## src/rtl/zlp_pkg.sv

```systemverilog
// Shared types, codes and helper functions for the ziplist entry stream parser.
`timescale 1ns / 1ps
package zlp_pkg;

  typedef enum logic [3:0] {
    PH_HDR,
    PH_PREV,
    PH_PREVSKIP,
    PH_ENC,
    PH_LEN14,
    PH_LEN32,
    PH_STR,
    PH_INT,
    PH_DONE,
    PH_ERR
  } phase_t;

  typedef enum logic [2:0] {
    KIND_STR_BYTE = 3'd0,
    KIND_EMPTY    = 3'd1,
    KIND_INT      = 3'd2,
    KIND_END      = 3'd3,
    KIND_BAD      = 3'd4
  } kind_t;

  localparam logic [7:0] ENC_INT16 = 8'hc0;
  localparam logic [7:0] ENC_INT32 = 8'hd0;
  localparam logic [7:0] ENC_INT64 = 8'he0;
  localparam logic [7:0] ENC_INT24 = 8'hf0;
  localparam logic [7:0] ENC_INT8  = 8'hfe;
  localparam logic [7:0] END_MARK  = 8'hff;
  localparam logic [7:0] PREV_LONG = 8'hfe;

  localparam logic [3:0] HDR_CNT_LO     = 4'd8;
  localparam logic [3:0] HDR_CNT_HI     = 4'd9;
  localparam logic [3:0] PREV_EXT_BYTES = 4'd4;
  localparam logic [3:0] LEN32_BYTES    = 4'd4;

  localparam logic [31:0] CNT_CHECK_LIMIT = 32'h0000_fffe;

  // Payload byte count of a multi-byte integer encoding.
  function automatic logic [3:0] int_bytes(input logic [7:0] enc);
    logic [3:0] n;
    case (enc)
      ENC_INT16: n = 4'd2;
      ENC_INT32: n = 4'd4;
      ENC_INT64: n = 4'd8;
      ENC_INT24: n = 4'd3;
      default:   n = 4'd1;
    endcase
    return n;
  endfunction

  // Sign-extend a little-endian value of n bytes to 64 bits.
  function automatic logic [63:0] sign_ext(input logic [63:0] acc, input logic [3:0] n);
    logic [63:0] v;
    case (n)
      4'd1:    v = {{56{acc[7]}}, acc[7:0]};
      4'd2:    v = {{48{acc[15]}}, acc[15:0]};
      4'd3:    v = {{40{acc[23]}}, acc[23:0]};
      4'd4:    v = {{32{acc[31]}}, acc[31:0]};
      default: v = acc;
    endcase
    return v;
  endfunction

endpackage

```

## src/rtl/ziplist_entry_stream_parser_top.sv

```systemverilog
// Ziplist entry stream parser: byte-wise header, entry and integer/string decoder.
// A result is registered: it is held in the output register in the cycle after its byte's transfer.
// Throughput: one byte per cycle while out_ready is high or out_valid low; the byte decode and
// state update sit in one combinational stage between the parse-state and output registers.
// A byte that gives no result never occupies the output register.
// Reset (rst, synchronous): clears pair mode and all parse state; parsing starts in the header.
`timescale 1ns / 1ps
module ziplist_entry_stream_parser_top (
  input  logic               clk,
  input  logic               rst,
  input  logic               cfg_valid,
  output logic               cfg_ready,
  input  logic               pair_mode,
  input  logic               in_valid,
  output logic               in_ready,
  input  logic [7:0]         in_byte,
  input  logic               start_req,
  output logic               out_valid,
  input  logic               out_ready,
  output logic [2:0]         kind,
  output logic [7:0]         data_byte,
  output logic signed [63:0] int_value,
  output logic [31:0]        str_length,
  output logic               last_of_entry,
  output logic               is_value,
  output logic [31:0]        entry_count,
  output logic               count_mismatch
);

  logic pair_en;

  zlp_pkg::phase_t phase, phase_next, cur_phase;
  logic [3:0]  byte_counter, byte_counter_next, cur_bc;
  logic [15:0] header_count, header_count_next, cur_hc;
  logic [7:0]  encoding_byte, encoding_byte_next, cur_enc;
  logic [31:0] remaining_length, remaining_length_next, cur_rem;
  logic [31:0] string_length, string_length_next, cur_slen;
  logic [63:0] int_accumulator, int_accumulator_next, cur_acc;
  logic [31:0] entries_seen, entries_seen_next, cur_seen;
  logic        key_value_toggle, key_value_toggle_next, cur_tog;

  logic in_fire;

  // decode helpers
  logic [3:0]  bc_inc;
  logic        enc_str6, enc_str14, enc_str32, enc_int, enc_imm;
  logic [31:0] len14_val, len32_val, rem_dec, seen_inc;
  logic [63:0] acc_merged;
  logic [3:0]  int_n;
  logic        int_done;

  // result of the current byte
  logic               res_fire;
  zlp_pkg::kind_t     res_kind;
  logic [7:0]         res_data;
  logic [63:0]        res_int;
  logic [31:0]        res_slen;
  logic               res_last;
  logic               res_mismatch;

  assign cfg_ready = 1'b1;
  assign in_ready  = !out_valid || out_ready;
  assign in_fire   = in_valid && in_ready;

  // start_req clears the parse state before the byte is processed
  assign cur_phase = start_req ? zlp_pkg::PH_HDR : phase;
  assign cur_bc    = start_req ? 4'd0  : byte_counter;
  assign cur_hc    = start_req ? 16'd0 : header_count;
  assign cur_enc   = start_req ? 8'd0  : encoding_byte;
  assign cur_rem   = start_req ? 32'd0 : remaining_length;
  assign cur_slen  = start_req ? 32'd0 : string_length;
  assign cur_acc   = start_req ? 64'd0 : int_accumulator;
  assign cur_seen  = start_req ? 32'd0 : entries_seen;
  assign cur_tog   = start_req ? 1'b0  : key_value_toggle;

  assign bc_inc    = cur_bc + 4'd1;
  assign enc_str6  = (in_byte[7:6] == 2'b00);
  assign enc_str14 = (in_byte[7:6] == 2'b01);
  assign enc_str32 = (in_byte[7:6] == 2'b10);
  assign enc_int   = (in_byte == zlp_pkg::ENC_INT16) || (in_byte == zlp_pkg::ENC_INT32) ||
                     (in_byte == zlp_pkg::ENC_INT64) || (in_byte == zlp_pkg::ENC_INT24) ||
                     (in_byte == zlp_pkg::ENC_INT8);
  assign enc_imm   = (in_byte[7:4] == 4'hf) && (in_byte != zlp_pkg::END_MARK) && !enc_int;

  assign len14_val  = {18'd0, cur_slen[5:0], in_byte};
  assign len32_val  = {cur_slen[23:0], in_byte};
  assign rem_dec    = cur_rem - 32'd1;
  assign seen_inc   = (&cur_seen) ? cur_seen : cur_seen + 32'd1;
  assign acc_merged = cur_acc | ({56'd0, in_byte} << {cur_bc[2:0], 3'b000});
  assign int_n      = zlp_pkg::int_bytes(cur_enc);
  assign int_done   = (bc_inc >= int_n);

  // next parse state
  always_comb begin
    phase_next            = cur_phase;
    byte_counter_next     = cur_bc;
    header_count_next     = cur_hc;
    encoding_byte_next    = cur_enc;
    remaining_length_next = cur_rem;
    string_length_next    = cur_slen;
    int_accumulator_next  = cur_acc;
    entries_seen_next     = cur_seen;
    key_value_toggle_next = cur_tog;
    unique case (cur_phase)
      zlp_pkg::PH_HDR: begin
        if (cur_bc == zlp_pkg::HDR_CNT_LO) begin
          header_count_next[7:0] = in_byte;
        end else if (cur_bc == zlp_pkg::HDR_CNT_HI) begin
          header_count_next[15:8] = in_byte;
        end
        if (cur_bc >= zlp_pkg::HDR_CNT_HI) begin
          byte_counter_next = 4'd0;
          phase_next        = zlp_pkg::PH_PREV;
        end else begin
          byte_counter_next = bc_inc;
        end
      end
      zlp_pkg::PH_PREV: begin
        if (in_byte == zlp_pkg::END_MARK) begin
          phase_next = zlp_pkg::PH_DONE;
        end else if (in_byte == zlp_pkg::PREV_LONG) begin
          byte_counter_next = 4'd0;
          phase_next        = zlp_pkg::PH_PREVSKIP;
        end else begin
          phase_next = zlp_pkg::PH_ENC;
        end
      end
      zlp_pkg::PH_PREVSKIP: begin
        byte_counter_next = bc_inc;
        if (bc_inc >= zlp_pkg::PREV_EXT_BYTES) begin
          byte_counter_next = 4'd0;
          phase_next        = zlp_pkg::PH_ENC;
        end
      end
      zlp_pkg::PH_ENC: begin
        encoding_byte_next   = in_byte;
        byte_counter_next    = 4'd0;
        int_accumulator_next = 64'd0;
        if (enc_str6) begin
          string_length_next    = {26'd0, in_byte[5:0]};
          remaining_length_next = {26'd0, in_byte[5:0]};
          if (in_byte[5:0] == 6'd0) begin
            entries_seen_next     = seen_inc;
            key_value_toggle_next = !cur_tog;
            phase_next            = zlp_pkg::PH_PREV;
          end else begin
            phase_next = zlp_pkg::PH_STR;
          end
        end else if (enc_str14) begin
          string_length_next = {26'd0, in_byte[5:0]};
          phase_next         = zlp_pkg::PH_LEN14;
        end else if (enc_str32) begin
          string_length_next = 32'd0;
          phase_next         = zlp_pkg::PH_LEN32;
        end else if (enc_int) begin
          phase_next = zlp_pkg::PH_INT;
        end else if (enc_imm) begin
          entries_seen_next     = seen_inc;
          key_value_toggle_next = !cur_tog;
          phase_next            = zlp_pkg::PH_PREV;
        end else begin
          phase_next = zlp_pkg::PH_ERR;
        end
      end
      zlp_pkg::PH_LEN14: begin
        string_length_next    = len14_val;
        remaining_length_next = len14_val;
        if (len14_val == 32'd0) begin
          entries_seen_next     = seen_inc;
          key_value_toggle_next = !cur_tog;
          phase_next            = zlp_pkg::PH_PREV;
        end else begin
          phase_next = zlp_pkg::PH_STR;
        end
      end
      zlp_pkg::PH_LEN32: begin
        string_length_next = len32_val;
        byte_counter_next  = bc_inc;
        if (bc_inc >= zlp_pkg::LEN32_BYTES) begin
          byte_counter_next     = 4'd0;
          remaining_length_next = len32_val;
          if (len32_val == 32'd0) begin
            entries_seen_next     = seen_inc;
            key_value_toggle_next = !cur_tog;
            phase_next            = zlp_pkg::PH_PREV;
          end else begin
            phase_next = zlp_pkg::PH_STR;
          end
        end
      end
      zlp_pkg::PH_STR: begin
        remaining_length_next = rem_dec;
        if (rem_dec == 32'd0) begin
          entries_seen_next     = seen_inc;
          key_value_toggle_next = !cur_tog;
          phase_next            = zlp_pkg::PH_PREV;
        end
      end
      zlp_pkg::PH_INT: begin
        int_accumulator_next = acc_merged;
        byte_counter_next    = bc_inc;
        if (int_done) begin
          byte_counter_next     = 4'd0;
          entries_seen_next     = seen_inc;
          key_value_toggle_next = !cur_tog;
          phase_next            = zlp_pkg::PH_PREV;
        end
      end
      default: begin
        // end of list or bad encoding: drop bytes until the next start
      end
    endcase
  end

  // result of the current byte
  always_comb begin
    res_fire     = 1'b0;
    res_kind     = zlp_pkg::KIND_BAD;
    res_data     = 8'd0;
    res_int      = 64'd0;
    res_slen     = 32'd0;
    res_last     = 1'b0;
    res_mismatch = 1'b0;
    unique case (cur_phase)
      zlp_pkg::PH_PREV: begin
        if (in_byte == zlp_pkg::END_MARK) begin
          res_fire     = 1'b1;
          res_kind     = zlp_pkg::KIND_END;
          res_mismatch = (cur_seen < zlp_pkg::CNT_CHECK_LIMIT) &&
                         (cur_seen != {16'd0, cur_hc});
        end
      end
      zlp_pkg::PH_ENC: begin
        if (enc_str6) begin
          if (in_byte[5:0] == 6'd0) begin
            res_fire = 1'b1;
            res_kind = zlp_pkg::KIND_EMPTY;
            res_last = 1'b1;
          end
        end else if (enc_str14 || enc_str32 || enc_int) begin
          res_fire = 1'b0;
        end else if (enc_imm) begin
          res_fire = 1'b1;
          res_kind = zlp_pkg::KIND_INT;
          res_int  = {60'd0, in_byte[3:0] - 4'd1};
          res_last = 1'b1;
        end else begin
          res_fire = 1'b1;
          res_kind = zlp_pkg::KIND_BAD;
        end
      end
      zlp_pkg::PH_LEN14: begin
        if (len14_val == 32'd0) begin
          res_fire = 1'b1;
          res_kind = zlp_pkg::KIND_EMPTY;
          res_last = 1'b1;
        end
      end
      zlp_pkg::PH_LEN32: begin
        if ((bc_inc >= zlp_pkg::LEN32_BYTES) && (len32_val == 32'd0)) begin
          res_fire = 1'b1;
          res_kind = zlp_pkg::KIND_EMPTY;
          res_last = 1'b1;
        end
      end
      zlp_pkg::PH_STR: begin
        res_fire = 1'b1;
        res_kind = zlp_pkg::KIND_STR_BYTE;
        res_data = in_byte;
        res_slen = cur_slen;
        res_last = (rem_dec == 32'd0);
      end
      zlp_pkg::PH_INT: begin
        if (int_done) begin
          res_fire = 1'b1;
          res_kind = zlp_pkg::KIND_INT;
          res_int  = zlp_pkg::sign_ext(acc_merged, int_n);
          res_last = 1'b1;
        end
      end
      default: begin
        res_fire = 1'b0;
      end
    endcase
  end

  always_ff @(posedge clk) begin
    if (rst) begin
      pair_en <= 1'b0;
    end else if (cfg_valid && cfg_ready) begin
      pair_en <= pair_mode;
    end
  end

  always_ff @(posedge clk) begin
    if (rst) begin
      phase            <= zlp_pkg::PH_HDR;
      byte_counter     <= 4'd0;
      header_count     <= 16'd0;
      encoding_byte    <= 8'd0;
      remaining_length <= 32'd0;
      string_length    <= 32'd0;
      int_accumulator  <= 64'd0;
      entries_seen     <= 32'd0;
      key_value_toggle <= 1'b0;
    end else if (in_fire) begin
      phase            <= phase_next;
      byte_counter     <= byte_counter_next;
      header_count     <= header_count_next;
      encoding_byte    <= encoding_byte_next;
      remaining_length <= remaining_length_next;
      string_length    <= string_length_next;
      int_accumulator  <= int_accumulator_next;
      entries_seen     <= entries_seen_next;
      key_value_toggle <= key_value_toggle_next;
    end
  end

  // output register: load on a transfer that yields a result, drop once taken
  always_ff @(posedge clk) begin
    if (rst) begin
      out_valid <= 1'b0;
    end else if (in_fire && res_fire) begin
      out_valid <= 1'b1;
    end else if (out_ready) begin
      out_valid <= 1'b0;
    end
  end

  always_ff @(posedge clk) begin
    if (in_fire && res_fire) begin
      kind           <= res_kind;
      data_byte      <= res_data;
      int_value      <= res_int;
      str_length     <= res_slen;
      last_of_entry  <= res_last;
      is_value       <= (res_kind == zlp_pkg::KIND_STR_BYTE || res_kind == zlp_pkg::KIND_EMPTY ||
                         res_kind == zlp_pkg::KIND_INT) ? (pair_en && cur_tog) : 1'b0;
      entry_count    <= cur_seen;
      count_mismatch <= res_mismatch;
    end
  end

`ifndef SYNTHESIS
  a_end_stops: assert property (@(posedge clk) disable iff (rst)
    (in_fire && res_fire && res_kind == zlp_pkg::KIND_END) |=> (phase == zlp_pkg::PH_DONE))
    else $error("end of list did not stop the parser");

  a_bad_stops: assert property (@(posedge clk) disable iff (rst)
    (in_fire && res_fire && res_kind == zlp_pkg::KIND_BAD) |=> (phase == zlp_pkg::PH_ERR))
    else $error("bad encoding did not stop the parser");

  a_str_len_nonzero: assert property (@(posedge clk) disable iff (rst)
    (out_valid && kind == zlp_pkg::KIND_STR_BYTE) |-> (str_length != 32'd0))
    else $error("string byte with zero length");

  a_mismatch_end_only: assert property (@(posedge clk) disable iff (rst)
    (out_valid && count_mismatch) |-> (kind == zlp_pkg::KIND_END))
    else $error("count mismatch outside end of list");

  a_int_enc: assert property (@(posedge clk) disable iff (rst)
    (phase == zlp_pkg::PH_INT) |->
      (encoding_byte == zlp_pkg::ENC_INT16 || encoding_byte == zlp_pkg::ENC_INT32 ||
       encoding_byte == zlp_pkg::ENC_INT64 || encoding_byte == zlp_pkg::ENC_INT24 ||
       encoding_byte == zlp_pkg::ENC_INT8))
    else $error("integer phase with non-integer encoding");
`endif

endmodule

```

## config.mk

```make
export PLATFORM = sky130hd
export DESIGN_NAME = ziplist_entry_stream_parser_top
export DESIGN_NICKNAME = d
export VERILOG_FILES = /design/src/rtl/zlp_pkg.sv /design/src/rtl/ziplist_entry_stream_parser_top.sv
export SDC_FILE = /design/constraint.sdc
export NUM_CORES = 1
export LEC_CHECK = 0
export BUFFER_PORTS_ARGS = -buffer_cell sky130_fd_sc_hd__buf_2
export CELL_PAD_IN_SITES_DETAIL_PLACEMENT = 1
export CELL_PAD_IN_SITES_GLOBAL_PLACEMENT = 1
export CORE_UTILIZATION = 46
export DETAILED_ROUTE_END_ITERATION = 10
export PLACE_DENSITY = 0.91
export REMOVE_ABC_BUFFERS = 1
export SYNTH_ARGS = -nofsm -noshare
export SYNTH_HDL_FRONTEND = slang
export SYNTH_SLANG_ARGS = --single-unit
```

## constraint.sdc

```tcl
create_clock -name clk -period 23.1 [get_ports clk]
set_input_delay 3.465 -clock clk [delete_from_list [all_inputs] [get_ports clk]]
set_output_delay 3.465 -clock clk [all_outputs]
set_load 0.05 [all_outputs]
```

-- Word-level counts from Yosys, hierarchy flattened
Index checks and enable logic that the tools add are counted.
- bits in writable memories: 0
- memory bits (read-only): 0
- memories kept: 0
- latch bits: 0
- register bits: 337
- output and inout bits: 145
- input bits: 15
- shift-type cells: 1
- magnitude comparators: 4
- div/mod/pow operators: 0
- multiplexer cells: 99
- reductions and logical operators: 30
- bitwise operators: 1
- add/sub/neg operators: 4
- equality and inequality tests: 30
- $mul: 0
- operators by type and width (operator ; count):
    2-to-1 mux 32 bit ; 20
    case mux 64 bit (2 select lines) ; 2
    case mux 64 bit (4 select lines) ; 1
    case mux 32 bit (5 select lines) ; 1
    2-to-1 mux 64 bit ; 2
    case mux 32 bit (4 select lines) ; 1
    logical NOT 32 bit ; 3
    case mux 32 bit (3 select lines) ; 1
    2-to-1 mux 4 bit ; 21
    == test 8 bit, second input constant ; 10
    bitwise OR 64 bit ; 1
    left shift 8 x 6 -> 64 bit ; 1
    2-to-1 mux 8 bit ; 5
    2-to-1 mux 3 bit ; 11
    adder 32 x 1 -> 32 bit, second input constant ; 1
    less-than comparator 32 x 16 -> 1 bit, second input constant ; 1
    2-to-1 mux 16 bit ; 2
    inequality test 32 x 16 -> 1 bit ; 1
    case mux 4 bit (8 select lines) ; 1
    AND reduction 32 bit ; 1
    subtractor 32 x 1 -> 32 bit, second input constant ; 1
    2-to-1 mux 1 bit ; 25
    == test 4 x 3 -> 1 bit, second input constant ; 5
    case mux 4 bit (5 select lines) ; 1
    other kinds (27) ; 50

-- Depth between registers and ports, before layout
Gate-level depths: netlist of the first run.
- depth in word-level cells: 14
- depth in mapped cells: 21
- depth with buffers taken out: 14

-- Least setup slack after synthesis of the first run
No wires, ideal clock.
- path type: input -> register
- from: input start_req
- to: register count_mismatch, enable pin
- setup slack: 4650 ps
- setup time: 901 ps
- buffers on the path: 6
- stages on the path: 17
- arrival: 17549 ps
- path through: clkbuf_1 buf_2 buf_2 buf_2 nor4b_1 and3_1 clkbuf_1 clkbuf_1 nand2b_1 ha_1 nand2b_1 a21o_1 a21o_1 a21o_1 and2_0 nor2_1 a311oi_1
- cells in the longest elaborated chain, start to end: 7
- elaborated cells on any way between the ends: 26
- classes of those cells: add/sub: 1; order compare: 2; eq/ne: 10; mux: 9; reduce/logical: 4
- ends and longest elaborated chain (item ; RTL line ; source):
    start: declaration ; ziplist_entry_stream_parser_top.sv:17 ; input logic start_req,
    2-to-1 mux 4 bit or 2-to-1 mux 8 bit (tied branches) ; ziplist_entry_stream_parser_top.sv:67, ziplist_entry_stream_parser_top.sv:69 ;
    adder 4 x 1 -> 4 bit or == test 8 bit (tied branches) ; ziplist_entry_stream_parser_top.sv:76, zlp_pkg.sv:44 ;
    greater-or-equal comparator 4 x 3 -> 1 bit or case mux 4 bit (4 select lines) (tied branches) ; ziplist_entry_stream_parser_top.sv:260, zlp_pkg.sv:44 ;
    logical AND 1 bit or greater-or-equal comparator 4 bit (tied branches) ; ziplist_entry_stream_parser_top.sv:260, ziplist_entry_stream_parser_top.sv:91 ;
    2-to-1 mux 1 bit, on equally long branches ; ziplist_entry_stream_parser_top.sv:260, ziplist_entry_stream_parser_top.sv:274 ;
    case mux 1 bit (6 select lines) (*) ; ziplist_entry_stream_parser_top.sv:224 ; unique case (cur_phase)
    logical AND 1 bit (*) ; ziplist_entry_stream_parser_top.sv:331 ; if (in_fire && res_fire) begin
    end signal: assignment ; ziplist_entry_stream_parser_top.sv:340 ; count_mismatch <= res_mismatch;
    end: declaration ; ziplist_entry_stream_parser_top.sv:27 ; output logic count_mismatch
Every way passes the cells marked *; elsewhere a longest branch is shown, timed or not.
A chain may end at the register's enable or synchronous reset.

-- Worst setup path after layout of the first run
- from: input start_req
- to: register entries_seen[28]
- cells in the longest elaborated chain, start to end: 9
- elaborated cells on any way between the ends: 38
- classes of those cells: add/sub: 3; order compare: 2; eq/ne: 9; mux: 20; reduce/logical: 4
- ends and longest elaborated chain (item ; RTL line ; source):
    2-to-1 mux 32 bit ; ziplist_entry_stream_parser_top.sv:73 ; assign cur_seen = start_req ? 32'd0 : entries_seen;
    adder 32 x 1 -> 32 bit or AND reduction 32 bit (tied branches) ; ziplist_entry_stream_parser_top.sv:88 ; assign seen_inc = (&cur_seen) ? cur_seen : cur_seen + 32'd1;
    2-to-1 mux 32 bit ; ziplist_entry_stream_parser_top.sv:88 ;
    2-to-1 mux 32 bit ; ziplist_entry_stream_parser_top.sv:157 ; end else if (enc_imm) begin
    2-to-1 mux 32 bit ; ziplist_entry_stream_parser_top.sv:155 ; end else if (enc_int) begin
    2-to-1 mux 32 bit ; ziplist_entry_stream_parser_top.sv:152 ; end else if (enc_str32) begin
    2-to-1 mux 32 bit ; ziplist_entry_stream_parser_top.sv:149 ; end else if (enc_str14) begin
    2-to-1 mux 32 bit ; ziplist_entry_stream_parser_top.sv:139 ; if (enc_str6) begin
    case mux 32 bit (5 select lines) (*) ; ziplist_entry_stream_parser_top.sv:104 ; unique case (cur_phase)
    end signal: assignment ; ziplist_entry_stream_parser_top.sv:314 ; entries_seen <= entries_seen_next;
    end: declaration ; ziplist_entry_stream_parser_top.sv:39 ; logic [31:0] entries_seen, entries_seen_next, cur_seen;
Marks and branches as above.

==> metrics.yaml, run 1 <==
status: "finished clean"
r2r_start: "encoding_byte[2]"
ios: 160
critical_path_peak_fanout: 37
drive_above_1_share_pct: 12.5
grt_use_total_pct: 32.4
crit_buf_inv: 5
peakVddDrop_mv: 0.0565
reg2regPathDepth: 13
antenna_found_initial: 0
dpl_cell_area_um2: 18400
tightest_slew_ns: 1.32
vias: 17200
fin_tns_setup_ns: 0
cts_buffers: 38
drv_slew: 0
ys_top_cells_by_area: "edfxtp_1, dfxtp_1, nor2_1"
area_delta_synth_final_pct: 13.1
cp.arrival_ns: 8.83
fin_skew_ns: 0.0222
hold_viol: 0
powerDensity_nw_per_um2: 68.3
synth_edf_count: 142
n_antenna_cell: 0
cts_hold_buf: 0
synth_top_cell_by_area: "edfxtp_1"
final_core_util_pct: 53.3
fin_crit_sh_pct: 36.2
grt_pass1_vias: 17300
yosys_warnings: 0
pre_cts_ws_ns: 14.31
via_per_inst: 6.54
cts.path.max_buffers: 3
yosysUniqueCellTypes: 84
timing.critical_path.mode_cell: "nand2_1"
syn_avg_cell_area_um2: 8.62
critical_path.top_delay_family: "simple AND/OR/NAND/NOR gates"
post_cts_resized: 0
fmax_mhz: 119
setup_ws_ns: 14.73
rsz0062_at_grt: "no"
clkTransAtPathRegs_ns: 0.06
crit_path_max_incr_delay_ns: 0.87
total_power_mw: 1.34
setup.worst_path.start_class: "input port"
fin_crit_ns: 8.37
synth_top_area_share_pct: 24.5
finalSetupViolCount: 0
ant_nets: 0
p_leak_nw: 6.72
synthFlopType: "dfxtp_1"
dp_cells: 2556
maxCapViolCount: 0
fin_area_um2: 19700
die_y_um: 196
cp_cell_sequence: "buf_2 > buf_4 > clkinv_2 > buf_4 > nand2_1 > inv_1 > ha_1 > xnor2_1 > ha_1 > a21o_1 > a21o_1 > nand2_1 > nand2_1 > nor3_1 > o21ai_0 > a32o_1"
min_path_cells: 2
grt-ovfl-total: 0
yosysMostFrequentCell: "nor2_1"
dp_hpwl_um: 41600
die_area_um2: 38600
ys_top_cells_by_count: "nor2_1, a21oi_1, dfxtp_1"
rows: 70
cts_sinks: 337
cts_tree: "yes"
coreArea_um2: 36900
syn_inst: 2017
crit_path_top_delay_cell: "nor3_1"
hold_class: "flip-flop to flip-flop"
clk_latency_ns: 0.57
nets: 2125
htreeDepth: 2
cp.required_ns: 23.55
yosys_register_bits: 337
routedWlPerCell_um: 24.2
drc: 0
hp-start: "int_accumulator[38]"
path_class: "input port to flip-flop"
netlist_area_um2: 17400
initialDrtViolationCount: 1737
final-instance-count-excl-fill: 2625
ys_seq_area_share_pct: 47.0
holdWs_ns: 0.491
slew_headroom_pct: 11.6
die_w_um: 196
place.port_buffers: 158
root_buffer: "clkbuf_16"
initial_core_util_pct: 47.1
dr.pass1.iters: 8
crit_path_end_kind: "flip-flop"
synthArstFlopShare_pct: 0
wirelength_um: 63400
r2r-end: "entries_seen[28]"
grt_pass1_wl_um: 98300
place_congestion: 0.971
grt_max_degree: 78
rrSetupSlack_ns: 18.17
post_cts_buffers: 0
min_to: "int_accumulator[38]"
## cell families after synthesis
kind of cell             count (synthesis)  synth area share [%]
other                                    1                0.0216
adder cells (fa/ha/maj)                 18                  1.30
buffers and inverters                  205                  4.57
multiplexers                             6                 0.367
AO/OA/AOI/OAI                          662                  24.1
XOR/XNOR                                39                  1.96
AND/OR/NAND/NOR                        749                  20.7
flip-flops                             337                  47.0
## per-layer routing
metal	routed length [um]	up-vias	global-route usage, %
met5	0	-	0
met2	30200	858	53.4
li1	-	7587	-
met3	4810	185	4.53
met4	2690	0	15.8
met1	25700	8531	41.8
## layout make-up
type | count | area [um2]
inverters | 57 | 215
repair buffers | 183 | 981
flip-flops and latches | 337 | 8170
clock buffers | 49 | 1000
well taps | 504 | 631
fillers | 4370 | 17200
clock inverters | 20 | 214
multi-input cells | 1475 | 8450
## registers in the layout, indices dropped and copies added (netlist names), 3 cells and up
name and flops:
entries_seen 32, byte_counter 4, string_length 32, phase 4
str_length 32, encoding_byte 8, entry_count 32, remaining_length 32
data_byte 8, header_count 16, int_accumulator 64, int_value 64
kind 3
## power by group
part	leakage (nW)	total [mW]	switching, mW	internal (mW)
clock	0.577	0.606	0.262	0.344
combinational	3.51	0.111	0.0816	0.0292
sequential	2.63	0.626	0.00661	0.619
## cell usage in the layout (no fill, tap or decap), types with 7 or more instances in the layout
| cell | count |
|---|---|
| clkbuf_1 | 10 |
| buf_4 | 26 |
| inv_1 | 56 |
| a21o_1 | 7 |
| a21oi_1 | 198 |
| nand4_1 | 28 |
| xor2_1 | 16 |
| xnor2_1 | 23 |
| buf_2 | 157 |
| nor3_1 | 44 |
| and2_1 | 10 |
| a32o_1 | 10 |
| or4_1 | 9 |
| a221oi_1 | 8 |
| nor4_1 | 33 |
| and3_1 | 45 |
| o21ai_1 | 7 |
| or3_1 | 16 |
| o21a_1 | 7 |
| a22o_1 | 10 |
| a22oi_1 | 143 |
| a211oi_1 | 8 |
| a31oi_1 | 18 |
| nor2b_1 | 25 |
| nand2b_1 | 17 |
| dfxtp_1 | 195 |
| ha_1 | 18 |
| edfxtp_1 | 142 |
| o22ai_1 | 11 |
| nand2_1 | 143 |
| clkbuf_16 | 38 |
| o211ai_1 | 9 |
| o21ai_0 | 150 |
| nand3_1 | 27 |
| nor2_1 | 307 |
| o32ai_1 | 8 |
## how the worst max path moves through the flow
stage,from,to,slack (ns),cells after the start
after floorplan,start_req,count_mismatch,3.92,11
final,start_req,entries_seen[28],14.73,16
after detailed placement,start_req,entries_seen[28],14.31,16
after CTS,start_req,entries_seen[28],14.90,16
after global routing,start_req,entries_seen[28],14.43,16
after global placement,start_req,entries_seen[28],14.61,16
## tightest hold or removal path: stages (launching register included)
cell     delay, ns
dfxtp_1       0.33
a21oi_1       0.06
nor2_1        0.07
No activity file was read; power rests on OpenSTA's default activity.
==> run 2, diff against run 1 <==
- ABC_AREA: default -> 1
- CORE_UTILIZATION: 46 -> 40
- PLACE_DENSITY: 0.91 -> 0.87
- clock period: 23.1 -> 7.04 ns (I/O delays scaled with it)
==> run 2 against run 1 <==
Net effect: cell count grew 42%; die area rose by 35%; worst setup slack worse by 13 ns; flip-flop and latch count stayed put; routed wire length increased by 30%; core utilization fell by 7.8 points; global-route usage shrank 1.1 points; via count rose by 30%; critical endpoint is now int_value[46].
==> metrics.yaml, run 2 <==
reg_top3: "int_accumulator (64), int_value (64)"
antenna_found_initial: 2  # +2
ys_top_cells_by_count: "nand2_1, o21ai_0, nor2_1"
netlist_area_um2: 20400  # +17%
cts_tree: "yes"
die_y_um: 228  # +16%
nets: 3049  # +43%
status: "finished clean"
crit_buf_inv: 8  # +3
vias: 22400  # +30%
via_per_inst: 6.01  # -8.0%
path_class: "input port to flip-flop"
routedWlPerCell_um: 22.2  # -8.0%
crit_path_max_incr_delay_ns: 0.78  # -0.09 ns
rsz0062_at_grt: "no"
layout_common_cells: "nand2_1, o21ai_0, nor2_1"
cts_hold_buf: 0  # unchanged
ios: 160  # unchanged
die_area_um2: 51900  # +35%
rows: 82  # +17%
layout_commonest_cell: "nand2_1"
critical_path.top_delay_family: "buffers and inverters"
setup.worst_path.start_class: "input port"
cts_sinks: 337  # unchanged
powerDensity_nw_per_um2: 214  # +210%
slew_headroom_pct: 18.1  # +6.5 points
n_antenna_cell: 0  # unchanged
regArea_um2: 8170  # unchanged
finalSetupViolCount: 0  # unchanged
peakVddDrop_mv: 0.158  # +180%
hold_viol: 0  # unchanged
synthArstFlopShare_pct: 0  # unchanged
fin_tns_setup_ns: 0  # unchanged
post_cts_buffers: 0  # unchanged
cp_cell_sequence: "buf_4 > inv_4 > nand2_1 > nor2_1 > inv_1 > nor2_1 > inv_1 > nor3_1 > a31oi_1 > ha_1 > inv_1 > nor2_1 > o211ai_1 > nand3_1 > nand2_1 > inv_1 > nor2_1 > nand3_1 > nand2_1 > inv_6 > buf_4"
ys_seq_area_share_pct: 40.0  # -7.0 points
maxCapViolCount: 0  # unchanged
coreArea_um2: 50300  # +36%
drv_slew: 0  # unchanged
clk_latency_ns: 0.58  # about the same
p_leak_nw: 9.28  # +38%
dp_hpwl_um: 57000  # +37%
yosysUniqueCellTypes: 56  # -33%
place_congestion: 0.952  # -2.0%
crit_path_top_delay_cell: "inv_6"
cts_buffers: 39  # +2.6%
place.port_buffers: 158  # unchanged
ys_top_cells_by_area: "edfxtp_1, dfxtp_1, nand2_1"
initial_core_util_pct: 40.6  # -6.5 points
ant_nets: 0  # unchanged
synth_top_cell_by_area: "edfxtp_1"
dr.pass1.iters: 5  # -3
fmax_mhz: 178
yosys_warnings: 0  # unchanged
critical_path_peak_fanout: 113  # +210%
n_fill_cell: 6542  # +50%
synth_top_area_share_pct: 20.9  # -3.6 points
grt_use_total_pct: 31.3  # -1.1 points
tightest_slew_ns: 1.23  # -0.0870 ns
initialDrtViolationCount: 2002  # +15%
cp.arrival_ns: 5.86  # -2.97 ns
drc: 0  # unchanged
area_delta_synth_final_pct: 12.2
drive_above_1_share_pct: 10.0  # -2.5 points
cp.required_ns: 7.27  # -16.28 ns
yosys_register_bits: 337  # unchanged
htreeDepth: 2  # unchanged
hold_class: "flip-flop to flip-flop"
grt_pass1_wl_um: 130000  # +33%
post_cts_resized: 0  # unchanged
wirelength_um: 82700  # +30%
fin_crit_sh_pct: 80.0
synth_edf_count: 142  # unchanged
root_buffer: "clkbuf_16"
yosysMostFrequentCell: "nand2_1"
crit_path_end_kind: "flip-flop"
syn_avg_cell_area_um2: 6.92  # -20%
fin_skew_ns: 0.0196  # -0.00266 ns
cts.path.max_buffers: 3  # unchanged
grt-ovfl-total: 0  # unchanged
clkTransAtPathRegs_ns: 0.07  # about the same
final_core_util_pct: 45.6  # -7.8 points
synthFlopType: "dfxtp_1"
grt_max_degree: 121  # +55%
die_w_um: 228  # +16%
grt_pass1_vias: 23000  # +33%
multi_input_area_um2: 10400  # +23%
syn_inst: 2948  # +46%
fin_crit_ns: 5.63
## run 2: cell types whose count changed after synthesis, moves of 26 or more
cell,before,now
nand2_1,143,673
inv_1,57,290
o21ai_0,152,373
a22oi_1,143,5
nand3_1,27,130
and3_1,45,4
o211ai_1,9,47
nor2_1,307,341
a31oi_1,18,49
a221oi_1,8,37
nor2b_1,26,0
## run 2: final timing paths
check                   startpoint          endpoint  slack (ns)  cells after the start
hold / removal    key_value_toggle  key_value_toggle        0.49                      2
hold reg to reg   key_value_toggle  key_value_toggle        0.49                      2
setup / recovery         start_req     int_value[46]        1.41                     21
setup reg to reg   byte_counter[1]     int_value[46]        1.73                     16
## run 2: cell families after synthesis
| group | after synthesis | share of synthesized area [%] |
|---|---|---|
| simple gates | 1291 | 26.3 |
| compound gates | 794 | 22.0 |
| buf+inv | 476 | 9.22 |
| flops | 337 | 40.0 |
| xor+xnor | 31 | 1.33 |
| fa+ha+maj | 18 | 1.10 |
| other cells | 1 | 0.0184 |
## run 2: final cells by class
| type | instances | area share [%] |
|---|---|---|
| multi-input combinational | 2135 | 45.4 |
| timing repair buffer | 196 | 4.76 |
| clock buffer | 51 | 4.50 |
| tap | 672 | 3.67 |
| sequential | 337 | 35.7 |
| clock inverter | 21 | 0.967 |
| inverter | 307 | 5.09 |
## run 2: worst reg2reg max path, stage by stage, from the launching register on
cell and delay, ns:
dfxtp_1 0.53, clkinv_1 0.34, nor2_1 0.81, inv_1 0.23, ha_1 0.37, ha_1 0.31, inv_1 0.05, nor2_1 0.10
o211ai_1 0.10, nand3_1 0.19, nand2_1 0.13, inv_1 0.12, nor2_1 0.07, nand3_1 0.13, nand2_1 0.13, inv_6 0.78
buf_4 0.57
## run 2: routing by layer
metal	part of all wire [%]	GRT usage, %
met4	4.3	14.6
met2	47	51.8
met3	7.2	4.32
met5	0.033	0
met1	41	40.3
## run 2: where the power goes
group,internal (mW),switching [mW]
registers,2.09,0.0486
logic,0.184,0.532
clock network,1.16,0.896
total,3.43,1.48
## run 2: stage by stage
stage / setup slack (ns) / power [mW] / cell area, um2 / instances / hold slack, ns
global placement: 1.23 / 2.84 / 21700 / 3647 / 0.452
floorplan: -3.39 / 2.62 / 19700 / 2779 / 0.433
global route: 1.06 / 5.07 / 22900 / 3719 / 0.499
CTS: 1.51 / 4.91 / 22900 / 3719 / 0.483
finish: 1.41 / 4.91 / 22900 / 3719 / 0.490
detailed placement: 0.918 / 2.87 / 21700 / 3647 / 0.473
==> run 3, diff against run 2 <==
- CORE_UTILIZATION: 40 -> 44
- PLACE_DENSITY: 0.87 -> 0.91
- clock period: 7.04 -> 5.2 ns (I/O delays scaled with it)
==> run 3 against run 2 <==
Net effect: non-clock buffer count increased by 22; final area increased by 0.66%; worst setup slack got worse by 0.56 ns; routed wire length increased by 1.8%; cell count decreased by 1.4%; clock skew decreased by 0.0057 ns; count of clock-buffer cells in the layout decreased by 4; highest routed layer is now met4.
==> metrics.yaml, run 3 (synthesis results as in run 2) <==
status: "finished clean"
clk_latency_ns: 0.58  # about the same
r2r-end: "str_length[17]"
cts_hold_buf: 0  # unchanged
vias: 22700  # +1.6%
rrSetupSlack_ns: 0.96  # -0.77 ns
hp-start: "pair_mode"
routedWlPerCell_um: 22.9  # +3.2%
cts.path.max_buffers: 3  # unchanged
nets: 3071  # +0.72%
peakVddDrop_mv: 0.259  # +64%
htreeDepth: 2  # unchanged
cts_sinks: 337  # unchanged
die_y_um: 217  # -4.6%
place.port_buffers: 158  # unchanged
reg_top3: "int_accumulator (64), int_value (64)"
crit_path_end_kind: "flip-flop"
n_antenna_cell: 0  # unchanged
grt-ovfl-total: 0  # unchanged
drive_above_1_share_pct: 11.0  # +0.98 points
via_per_inst: 6.20  # +3.1%
cp.arrival_ns: 4.59  # -1.27 ns
grt_max_degree: 101  # -17%
post_cts_buffers: 0  # unchanged
wirelength_um: 84100  # +1.8%
grt_pass1_vias: 23300  # +1.3%
layout_commonest_cell: "nand2_1"
finalSetupViolCount: 0  # unchanged
clkTransAtPathRegs_ns: 0.06  # about the same
hold_viol: 0  # unchanged
grt_use_total_pct: 35.0  # +3.8 points
fmax_mhz: 230
dpl_cell_area_um2: 21800  # +0.52%
min_path_cells: 3  # +1
p_leak_nw: 9.41  # +1.5%
drc: 0  # unchanged
min_to: "pair_en"
fin_area_um2: 23100  # +0.66%
cts_tree: "yes"
rsz0062_at_grt: "no"
cp.required_ns: 5.44  # -1.83 ns
die_area_um2: 47300  # -9.0%
layout_common_cells: "nand2_1, o21ai_0, nor2_1"
fin_crit_sh_pct: 83.7
tightest_slew_ns: 0.990  # -0.239 ns
powerDensity_nw_per_um2: 292  # +36%
place_congestion: 0.980  # +2.9%
hold_class: "input port to flip-flop"
rows: 78  # -4.9%
drv_slew: 0  # unchanged
slew_headroom_pct: 33.3  # +15 points
post_cts_resized: 0  # unchanged
ant_nets: 0  # unchanged
critical_path_peak_fanout: 60  # -47%
ios: 160  # unchanged
r2r_start: "byte_counter[1]"
cts_buffers: 39  # unchanged
die_w_um: 217  # -4.6%
antenna_found_initial: 0  # -2
dp_hpwl_um: 58000  # +1.7%
coreArea_um2: 45600  # -9.3%
setup.worst_path.start_class: "input port"
maxCapViolCount: 0  # unchanged
path_class: "input port to flip-flop"
initial_core_util_pct: 44.8  # +4.2 points
reg2regPathDepth: 17  # +1
dr.pass1.iters: 6  # +1
grt_pass1_wl_um: 130000  # -0.26%
fin_crit_ns: 4.35
fin_tns_setup_ns: 0  # unchanged
initialDrtViolationCount: 2162  # +8.0%
fin_skew_ns: 0.0139  # -0.00570 ns
area_delta_synth_final_pct: 13.0
root_buffer: "clkbuf_16"
run 3: changes by cell type in the layout (fill, tap and decap cells not counted), sizes merged:
cell / change
buf: +22
bufinv: -1
clkbuf: -4
clkinv: -4
clkinvlp: +4
inv: +2
run 3: report_power, final:
| group | switching (mW) | internal [mW] |
|---|---|---|
| clock network | 1.24 | 1.60 |
| registers | 0.0667 | 2.83 |
| logic | 0.739 | 0.258 |
run 3: layout make-up:
type	count	area [um2]
Clock buffer	47	1080
Inverter	307	1170
Clock inverter	22	211
Multi-Input combinational cell	2135	10400
Tap cell	600	751
Timing Repair Buffer	218	1290
Sequential cell	337	8170
Fill cell	5912	22500
run 3: worst max path at each step:
stage / startpoint / end / slack (ns) / cells after the start
global route: start_req / str_length[6] / 0.56 / 17
floorplan: out_ready / count_mismatch / -4.95 / 6
CTS: start_req / str_length[6] / 0.97 / 17
global placement: start_req / entries_seen[29] / 0.69 / 20
finish: start_req / str_length[17] / 0.85 / 17
detailed placement: start_req / str_length[25] / 0.40 / 17
run 3: routing by layer:
metal,routed length (um),up-vias,track usage [%]
met1,33000,11100,42.9
li1,-,10200,-
met5,0,-,0
met4,4280,0,18.6
met2,39900,1159,58.6
met3,6960,315,6.14
run 3: worst max-delay path, cell delays in order:
cell      delay [ns]
buf_4           0.19
inv_4           0.37
nand2_1         0.17
nor2_1          0.14
inv_1           0.09
nor4_1          0.56
clkinv_1        0.24
ha_1            0.38
nand4_1         0.10
nand3_1         0.22
nand2_1         0.25
inv_1           0.17
nor2_1          0.07
nand3_1         0.08
nand2_1         0.13
inv_6           0.27
buf_12          0.30
run 3: per-stage QoR:
step / worst slack [ns] / utilization (%) / cells / hold WS [ns] / power [mW]
6_report: 0.850 / 50.6 / 3666 / 0.434 / 6.73
5_1_grt: 0.564 / 50.6 / 3666 / 0.445 / 6.94
4_1_cts: 0.972 / 50.6 / 3666 / 0.423 / 6.72
3_5_place_dp: 0.403 / 47.8 / 3597 / 0.473 / 3.90
3_3_place_gp: 0.692 / 47.8 / 3597 / 0.451 / 3.86
2_1_floorplan: -4.95 / - / 2779 / 0.433 / 3.55
